## src/hdl/cse_pkg.sv

```systemverilog
`timescale 1ns / 1ps

package cse_pkg;

    localparam int OP_W     = 2;
    localparam int ID_W     = 4;
    localparam int PID_W    = 5;
    localparam int PASS_W   = 8;
    localparam int STATUS_W = 2;

    // Pass count saturates here
    localparam logic [PASS_W-1:0] PASS_MAX = '1;

    typedef enum logic [OP_W-1:0] {
        OP_ALLOC = 2'd0,
        OP_WAIT  = 2'd1,
        OP_POST  = 2'd2,
        OP_NONE  = 2'd3
    } t_op;

    typedef enum logic [STATUS_W-1:0] {
        ST_DONE    = 2'd0,
        ST_BLOCKED = 2'd1,
        ST_NO_SEM  = 2'd2,
        ST_Q_FULL  = 2'd3
    } t_status;

endpackage

```

## src/hdl/counting_semaphore_engine_unit.sv

```systemverilog
`timescale 1ns / 1ps

// Counting semaphore engine: allocate, wait and post on a bank of semaphores, each with a
// pass count and a FIFO wait queue of process ids. One transaction is taken per cycle while
// the result side is not stalled. It sits in the input register, then a single
// read-modify-write of the semaphore tables loads the result register. Pass counts and
// queue pointers sit in flops; the queued process ids sit in a single-port-write,
// single-port-read memory whose registered read supplies the released id. Only the first
// sixteen semaphores are addressable, so at most sixteen have table entries. A stalled
// result holds while the input side keeps moving as long as the input register is free.
module counting_semaphore_engine_unit
    import cse_pkg::*;
#(
    parameter int NUM_SEMAPHORES = 16,
    parameter int WAIT_DEPTH     = 32
) (
    input  logic                i_clk,
    input  logic                i_rst_n,
    input  logic                i_in_valid,
    output logic                o_in_stall,
    input  logic [OP_W-1:0]     i_operation,
    input  logic [ID_W-1:0]     i_sem_id,
    input  logic [PID_W-1:0]    i_pid,
    input  logic [PASS_W-1:0]   i_init_passes,
    output logic                o_out_valid,
    input  logic                i_out_stall,
    output logic [STATUS_W-1:0] o_status,
    output logic [ID_W-1:0]     o_granted_id,
    output logic                o_released_valid,
    output logic [PID_W-1:0]    o_released_pid,
    output logic [PASS_W-1:0]   o_pass_count
);

    localparam int ADDR_SEMS = 1 << ID_W;
    localparam int SEM_STORE = (NUM_SEMAPHORES < ADDR_SEMS) ? NUM_SEMAPHORES : ADDR_SEMS;
    localparam int SW        = $clog2(SEM_STORE);
    localparam int PW        = (WAIT_DEPTH > 1) ? $clog2(WAIT_DEPTH) : 1;
    localparam int CW        = $clog2(WAIT_DEPTH + 1);
    localparam int NW        = $clog2(NUM_SEMAPHORES + 1);
    localparam int AW        = SW + PW;
    localparam int MEM_DEPTH = SEM_STORE * (1 << PW);

    localparam logic [PW-1:0] PTR_LAST  = PW'(WAIT_DEPTH - 1);
    localparam logic [CW-1:0] CNT_FULL  = CW'(WAIT_DEPTH);
    localparam logic [NW-1:0] NU_LIMIT  = NW'(NUM_SEMAPHORES);
    localparam logic [NW-1:0] STORE_LIM = NW'(SEM_STORE);

    // Input register
    logic               r_in_vld;
    t_op                r_op;
    logic [ID_W-1:0]    r_sem_id;
    logic [PID_W-1:0]   r_pid;
    logic [PASS_W-1:0]  r_init;

    // Semaphore tables
    logic [NW-1:0]      r_next_unused;
    logic [PASS_W-1:0]  r_passes [SEM_STORE];
    logic [PW-1:0]      r_head   [SEM_STORE];
    logic [PW-1:0]      r_tail   [SEM_STORE];
    logic [CW-1:0]      r_qcount [SEM_STORE];
    logic [PID_W-1:0]   r_waiter_mem [MEM_DEPTH];

    // Result register
    logic               r_out_vld;
    t_status            r_status;
    logic [ID_W-1:0]    r_gid;
    logic               r_rel_vld;
    logic [PID_W-1:0]   r_rd_pid;
    logic [PASS_W-1:0]  r_cnt;

    logic               out_free;
    logic               s1_fire;
    logic               in_fire;

    t_status            n_status;
    logic [ID_W-1:0]    n_gid;
    logic               n_rel_vld;
    logic [PASS_W-1:0]  n_cnt;

    logic               sem_in_range;
    logic [SW-1:0]      sid;
    logic [SW-1:0]      alloc_idx;
    logic [PASS_W-1:0]  cur_pass;
    logic [PW-1:0]      cur_head;
    logic [PW-1:0]      cur_tail;
    logic [CW-1:0]      cur_qcnt;

    logic               alloc_we;
    logic               alloc_tbl_we;
    logic               pass_we;
    logic [PASS_W-1:0]  pass_wdata;
    logic               push;
    logic               pop;

    assign out_free   = !r_out_vld || !i_out_stall;
    assign s1_fire    = r_in_vld && out_free;
    assign in_fire    = i_in_valid && !o_in_stall;
    assign o_in_stall = r_in_vld && !s1_fire;

    assign sem_in_range = ({{(32-ID_W){1'b0}}, r_sem_id} < 32'(NUM_SEMAPHORES));
    assign sid          = r_sem_id[SW-1:0];
    assign alloc_idx    = r_next_unused[SW-1:0];
    assign cur_pass     = r_passes[sid];
    assign cur_head     = r_head[sid];
    assign cur_tail     = r_tail[sid];
    assign cur_qcnt     = r_qcount[sid];

    always_comb begin
        n_status   = ST_DONE;
        n_gid      = '0;
        n_rel_vld  = 1'b0;
        n_cnt      = '0;
        alloc_we   = 1'b0;
        pass_we    = 1'b0;
        pass_wdata = cur_pass;
        push       = 1'b0;
        pop        = 1'b0;
        unique case (r_op)
            OP_ALLOC: begin
                if (r_next_unused >= NU_LIMIT) begin
                    n_status = ST_NO_SEM;
                end else begin
                    n_gid    = ID_W'(r_next_unused);
                    n_cnt    = r_init;
                    alloc_we = 1'b1;
                end
            end
            OP_WAIT: begin
                if (!sem_in_range) begin
                    n_status = ST_NO_SEM;
                end else if (cur_pass != '0) begin
                    pass_we    = 1'b1;
                    pass_wdata = cur_pass - 1'b1;
                    n_cnt      = cur_pass - 1'b1;
                end else if (cur_qcnt >= CNT_FULL) begin
                    n_status = ST_Q_FULL;
                    n_cnt    = cur_pass;
                end else begin
                    n_status = ST_BLOCKED;
                    n_cnt    = cur_pass;
                    push     = 1'b1;
                end
            end
            OP_POST: begin
                if (!sem_in_range) begin
                    n_status = ST_NO_SEM;
                end else if (cur_qcnt == '0) begin
                    pass_we    = 1'b1;
                    pass_wdata = (cur_pass == PASS_MAX) ? PASS_MAX : cur_pass + 1'b1;
                    n_cnt      = pass_wdata;
                end else begin
                    n_rel_vld = 1'b1;
                    n_cnt     = cur_pass;
                    pop       = 1'b1;
                end
            end
            default: begin
                // unused code: all-zero result, state untouched
                n_status = ST_DONE;
            end
        endcase
    end

    // Semaphores beyond the addressable range get no table entry
    assign alloc_tbl_we = alloc_we && (r_next_unused < STORE_LIM);

    always_ff @(posedge i_clk) begin
        if (!i_rst_n) begin
            r_in_vld <= 1'b0;
        end else if (!o_in_stall) begin
            r_in_vld <= i_in_valid;
        end
    end

    always_ff @(posedge i_clk) begin
        if (in_fire) begin
            r_op     <= t_op'(i_operation);
            r_sem_id <= i_sem_id;
            r_pid    <= i_pid;
            r_init   <= i_init_passes;
        end
    end

    always_ff @(posedge i_clk) begin
        if (!i_rst_n) begin
            r_next_unused <= '0;
            for (int k = 0; k < SEM_STORE; k++) begin
                r_passes[k] <= '0;
                r_head[k]   <= '0;
                r_tail[k]   <= '0;
                r_qcount[k] <= '0;
            end
        end else if (s1_fire) begin
            if (alloc_we) begin
                r_next_unused <= r_next_unused + 1'b1;
            end
            if (alloc_tbl_we) begin
                r_passes[alloc_idx] <= r_init;
                r_head[alloc_idx]   <= '0;
                r_tail[alloc_idx]   <= '0;
                r_qcount[alloc_idx] <= '0;
            end
            if (pass_we) begin
                r_passes[sid] <= pass_wdata;
            end
            if (push) begin
                r_tail[sid]   <= (cur_tail == PTR_LAST) ? '0 : cur_tail + 1'b1;
                r_qcount[sid] <= cur_qcnt + 1'b1;
            end
            if (pop) begin
                r_head[sid]   <= (cur_head == PTR_LAST) ? '0 : cur_head + 1'b1;
                r_qcount[sid] <= cur_qcnt - 1'b1;
            end
        end
    end

    // Wait queue storage: one write or one read per transaction
    always_ff @(posedge i_clk) begin
        if (s1_fire && push) begin
            r_waiter_mem[AW'({sid, cur_tail})] <= r_pid;
        end
        if (s1_fire && pop) begin
            r_rd_pid <= r_waiter_mem[AW'({sid, cur_head})];
        end
    end

    always_ff @(posedge i_clk) begin
        if (!i_rst_n) begin
            r_out_vld <= 1'b0;
        end else if (out_free) begin
            r_out_vld <= r_in_vld;
        end
    end

    always_ff @(posedge i_clk) begin
        if (s1_fire) begin
            r_status  <= n_status;
            r_gid     <= n_gid;
            r_rel_vld <= n_rel_vld;
            r_cnt     <= n_cnt;
        end
    end

    assign o_out_valid      = r_out_vld;
    assign o_status         = r_status;
    assign o_granted_id     = r_gid;
    assign o_released_valid = r_rel_vld;
    assign o_released_pid   = r_rel_vld ? r_rd_pid : '0;
    assign o_pass_count     = r_cnt;

endmodule

```

## config.mk

```make
export PLATFORM = sky130hd
export DESIGN_NAME = counting_semaphore_engine_unit
export DESIGN_NICKNAME = d
export VERILOG_FILES = /design/src/hdl/cse_pkg.sv /design/src/hdl/counting_semaphore_engine_unit.sv
export SDC_FILE = /design/constraint.sdc
export NUM_CORES = 2
export LEC_CHECK = 0
export ABC_AREA = 1
export BUFFER_PORTS_ARGS = -buffer_cell sky130_fd_sc_hd__buf_2
export CORE_MARGIN = 3
export CORE_UTILIZATION = 45
export CTS_BUF_LIST = sky130_fd_sc_hd__clkbuf_4 sky130_fd_sc_hd__clkbuf_8
export CTS_CLUSTER_DIAMETER = 50
export DETAILED_ROUTE_END_ITERATION = 10
export PLACE_DENSITY = 0.68
export SLEW_MARGIN = 20
export SYNTH_ARGS = -nofsm -noshare
export SYNTH_HDL_FRONTEND = slang
export SYNTH_SLANG_ARGS = --single-unit
```

## constraint.sdc

```tcl
create_clock -name i_clk -period 15.95 [get_ports i_clk]
set_input_delay 2.3925 -clock i_clk [delete_from_list [all_inputs] [get_ports i_clk]]
set_output_delay 2.3925 -clock i_clk [all_outputs]
set_load 0.03 [all_outputs]
```

---- Word level (Yosys, flattened, before mapping) ----
Memory sizes are Yosys's and may differ from the RTL's. A register that Yosys moved wholly into a read port is not among the register bits.
Index checks and enable logic that the tools add are counted.
word-level totals
  logic and storage cells ................. 128
  memories ................................ 5
  register bits after elaboration ......... 41
  bits of input ports ..................... 23
  bits in writable memories ............... 2,944
memory list
  name          depth  bits a word  rd ports  clocked after memory_dff  write ports  line                                  source
  r_waiter_mem  512    5            1         1                         1            counting_semaphore_engine_unit.sv:61  logic [PID_W-1:0] r_waiter_mem [MEM_DEPTH];
  r_passes      16     8            1         1                         16           counting_semaphore_engine_unit.sv:57  logic [PASS_W-1:0] r_passes [SEM_STORE];
  r_qcount      16     6            1         1                         16           counting_semaphore_engine_unit.sv:60  logic [CW-1:0] r_qcount [SEM_STORE];
  r_head        16     5            1         1                         16           counting_semaphore_engine_unit.sv:58  logic [PW-1:0] r_head [SEM_STORE];
  r_tail        16     5            1         1                         16           counting_semaphore_engine_unit.sv:59  logic [PW-1:0] r_tail [SEM_STORE];
cells by class
  equal/unequal tests ..................... 5
  multiplexer cells ....................... 71
  reductions and logical operators ........ 24
  add/subtract/negate cells ............... 7
  $lt $le $gt $ge ......................... 3
  bitwise gates (word level) .............. 2
operators with widths
  kind                                               number
  2-to-1 mux 4 bit                                   12
  2-to-1 mux 8 bit                                   6
  2-to-1 mux 1 bit                                   36
  2-to-1 mux 5 bit                                   7
  case mux 8 bit (3 select lines)                    1
  OR reduction 5 bit                                 4
  2-to-1 mux 6 bit                                   3
  case mux 8 bit (2 select lines)                    1
  OR reduction 8 bit                                 2
  adder 5 x 1 -> 5 bit (second input constant)       3
  OR reduction 6 bit                                 2
  == test 5 bit (second input constant)              2
  adder 8 x 1 -> 8 bit (second input constant)       1
  == test 8 bit (second input constant)              1
  nonzero test 8 bit                                 1
  subtractor 8 x 1 -> 8 bit (second input constant)  1
  adder 6 x 1 -> 6 bit (second input constant)       1
  >= comparator 6 bit (second input constant)        1
  logical AND 1 bit                                  6
  logical NOT 6 bit                                  1
  2-to-1 mux 2 bit                                   3
  subtractor 6 x 1 -> 6 bit (second input constant)  1
  >= comparator 5 bit (second input constant)        1
  < comparator 5 bit (second input constant)         1
  11 further kinds                                   14

---- Logic depth before layout (Yosys ltp) ----
  depth in word-level cells ............... 11
  depth in mapped cells ................... 26
  depth with buffers taken out ............ 21

---- Worst setup path before layout ----
OpenSTA, ideal clock, no wires.
  path kind ............................... reg2reg
  from .................................... register r_pid[0]
  to ...................................... memory r_waiter_mem[0][0] (data pin)
  setup slack ............................. 8,357 ps
  clock period less this slack ............ 7,593 ps
  stages on the path, launching flop included .. 1
  data arrival time ....................... 6,158 ps
  cell sequence ........................... edfxtp_1
RTL lines
  what                    line                                   source
  start, declared         counting_semaphore_engine_unit.sv:52   logic [PID_W-1:0] r_pid;
  start signal, assigned  counting_semaphore_engine_unit.sv:179  r_pid <= i_pid;
  end, declared           counting_semaphore_engine_unit.sv:61
No word-level cell before the write port.

==> results.sh <==
export IMPL_setup_viol=0
export IMPL_synth_commonest_cells="nand3_1, edfxtp_1, nand2_1, nor2_1, clkbuf_1"
export IMPL_cts_inserted_buffers=471
export IMPL_core_um2=280100
export IMPL_slew_viol_final=0
export IMPL_peakVddDrop_mv=0.06956
export IMPL_worst_ep_required_time_ns=16.86
export IMPL_path_class="flip-flop to flip-flop"
export IMPL_grt_use_total=0.2468
export IMPL_cts_sinks=2994
export IMPL_die_y_um=537.4
export IMPL_hold_buffers=0
export IMPL_synth_area_top_cells="edfxtp_1, nand3_1, nand2_1, nor2_1, buf_2"
export IMPL_place_gp_congestion=0.8751
export IMPL_synth_nets=11407
export IMPL_cts_max_level=5
export IMPL_wl_per_cell_um=23.88
export IMPL_hold_violations=0
export IMPL_worst_pin_slew_ns=1.224
export IMPL_yosys_area_share_adder=0.001773
export IMPL_rsz0062_at_grt="no"
export IMPL_critPathArrivalTime_ns=9.55
export IMPL_cap_violations=0
export IMPL_worstSetupStartpointType="flip-flop"
export IMPL_grt_remaining_overflow=0
export IMPL_cts_buffer_depth=4
export IMPL_yosysWarnings=0
export IMPL_synth_compound_area_frac=0.01696
export IMPL_synth_top_family_by_area="simple AND/OR/NAND/NOR gates"
export IMPL_synth_edf_count=2983
export IMPL_layout_cells_non_filler=15286
export IMPL_rr_endpoint="r_rd_pid[0]$_DFFE_PN_"
export IMPL_dr_pass1_iters=7
export IMPL_cts_setup_buffers=0
export IMPL_ios=45
export IMPL_grt_max_degree=206
export IMPL_setup_tns_ns=0
export IMPL_num_vias=90334
export IMPL_cts_tree="done"
export IMPL_hold_depth=2
export IMPL_status="complete, no violations"
export IMPL_viasPerCell=5.910
export IMPL_portBuffers=44
export IMPL_ys_ff_latch=2994
export IMPL_end_kind="flip-flop"
export IMPL_synthMuxAreaShare=0
export IMPL_synth_simple_area_share=0.2397
export IMPL_dp_cells=14449
export IMPL_worstHoldStart="r_in_vld$_SDFFE_PN0N_"
export IMPL_row_count=194
export IMPL_antenna_found_initial=10
export IMPL_timing_final_crit_share=0.5417
export IMPL_die_area_um2=288800
export IMPL_initial_core_util=0.4536
export IMPL_max_freq_ghz=0.1157
export IMPL_initialDrtViolationCount=12386
export IMPL_synth_xor_area_frac=0.0002757
export IMPL_period_needed_ns=8.640
export IMPL_max_slew_margin=0.1842
export IMPL_post_synth_top_count_cell="nand3_1"
export IMPL_synthToLayoutAreaGrowth_pct=9.074
export IMPL_ys_types=39
export IMPL_hp_class="flip-flop to flip-flop"
export IMPL_final_util=0.4948
export IMPL_rr_worst_depth=21
export IMPL_reg2reg_slack_ns=7.31
export IMPL_grt_pass1_wl_um=544700
export IMPL_path_max_fanout=107
export IMPL_postRouteAntennaNets=0
export IMPL_seq_area_frac_synth=0.7067
export IMPL_cts_resized=0
export IMPL_cts_root_buf="clkbuf_8"
export IMPL_synth_flop_cell="edfxtp_1"
export IMPL_synth_top_area_share=0.7050
export IMPL_synth_top_cell_by_area="edfxtp_1"
export IMPL_holdPathEnd="o_out_valid$_SDFFE_PN0N_"
export IMPL_final_layout_size_suffix_gt1_frac=0.09085
export IMPL_syn_area_um2=127100
export IMPL_fin_skew_ns=0.07141
export IMPL_post_synth_cell_area_avg_um2=11.18
export IMPL_nets=11239
export IMPL_p_leak_nw=48.26
export IMPL_grt_pass1_vias=87449
export IMPL_worstSkewPairLatency_ns=1.06
export IMPL_die_w_um=537.4
export IMPL_path_clk_slew_ns=0.07
export IMPL_drt_total_wl_um=365100
export IMPL_drcViolationCount=0
export IMPL_power_density_nw_per_um2=127.5
export IMPL_syn_inst=11366
export IMPL_async_flop_share=0
export IMPL_place_hpwl_um=200700
## cell type report
cell class | instances | area (um2)
diodes | 5 | 12.51
clock buffers | 621 | 7634
clock inverters | 211 | 1190
fillers | 24473 | 141500
inverters | 186 | 730.7
multi-input cells | 7363 | 33140
flip-flops and latches | 2994 | 89800
well taps | 3724 | 4659
repair buffers | 182 | 1423
## power breakdown
| group | internal [mW] | switching [mW] | total [mW] |
|---|---|---|---|
| Combinational | 0.667 | 2.04 | 2.71 |
| Clock | 3.23 | 3.01 | 6.24 |
| Sequential | 8.70 | 0.0215 | 8.72 |
## metrics by stage
step / hold slack, ns / area (um2) / power (mW) / setup slack, ns
2_1_floorplan: 0.4506 / 127100 / 10.71 / 8.357
3_3_place_gp: 0.4620 / 129700 / 11.51 / 7.751
3_5_place_dp: 0.4830 / 129700 / 11.54 / 7.556
4_1_cts: 0.4935 / 138600 / 17.68 / 7.508
5_1_grt: 0.5167 / 138600 / 18.29 / 6.717
6_report: 0.4944 / 138600 / 17.67 / 7.310
## worst max path at each step
stage / depth (start not counted) / endpoint
finish: 21 / r_rd_pid[0]$_DFFE_PN_
global route: 21 / r_rd_pid[3]$_DFFE_PN_
CTS: 21 / r_rd_pid[0]$_DFFE_PN_
detailed placement: 21 / r_rd_pid[0]$_DFFE_PN_
global placement: 21 / r_rd_pid[3]$_DFFE_PN_
floorplan: 0 / r_waiter_mem[0][0]$_DFFE_PP_
## routing by layer
layer | vias up | wire (um) | GRT usage
met3 | 922 | 42130 | 0.05517
met5 | - | 13 | 0
met1 | 43814 | 141500 | 0.3359
met2 | 5684 | 165300 | 0.3828
li1 | 39912 | - | -
met4 | 2 | 16120 | 0.1053
## kinds of logic (layout without fill, tap and decap cells)
kind of cell / count (synthesis) / count (layout)
AOI/OAI and AO/OA: 374 / 374
xor gates and xnor gates: 4 / 4
adders and majority gates: 18 / 18
buffers and inverters: 1009 / 1200
DFF: 2994 / 2994
other: 0 / 5
and+or+nand+nor: 6967 / 6967
## worst max-delay path: stages, from the launching register on
cell and delay (ns):
dfxtp_2 0.31, buf_4 0.50, clkinv_1 0.30, buf_4 0.36, nand3_1 0.21, nand3_4 0.41, nand2_8 0.65, buf_4 0.80
buf_4 0.78, buf_4 0.80, buf_4 0.85, buf_4 0.93, nand2_1 0.13, nand3_1 0.14, nand3_1 0.09, nand3_1 0.13
nand3_1 0.19, nand3_1 0.18, nand3_1 0.21, nand2_1 0.12, nor2_1 0.05, nand2_1 0.05
## sequential cells by signal, indices dropped and copies added (netlist names), named ones only
name,count
r_next_unused,5
o_released_valid,1
r_qcount,96
r_head,80
r_waiter_mem,2560
r_init,8
r_sem_id,4
o_pass_count,8
r_op,2
o_granted_id,4
o_status,2
o_out_valid,1
r_in_vld,1
r_pid,5
r_tail,80
r_passes,128
r_rd_pid,5
## layout by cell type (no fill, tap or decap), drive strengths merged, types with 19 or more instances in the layout
| cell | synthesis | layout |
|---|---|---|
| nand2 | 2650 | 2650 |
| edfxtp | 2983 | 2983 |
| buf | 427 | 182 |
| o221ai | 19 | 19 |
| nor2 | 1209 | 1209 |
| o211ai | 60 | 60 |
| inv | 179 | 188 |
| a21oi | 100 | 100 |
| nand3 | 3085 | 3085 |
| clkbuf | 396 | 621 |
| clkinv | 7 | 192 |
| o21ai | 188 | 188 |
Note: power is estimated with default switching activity, not from simulation.
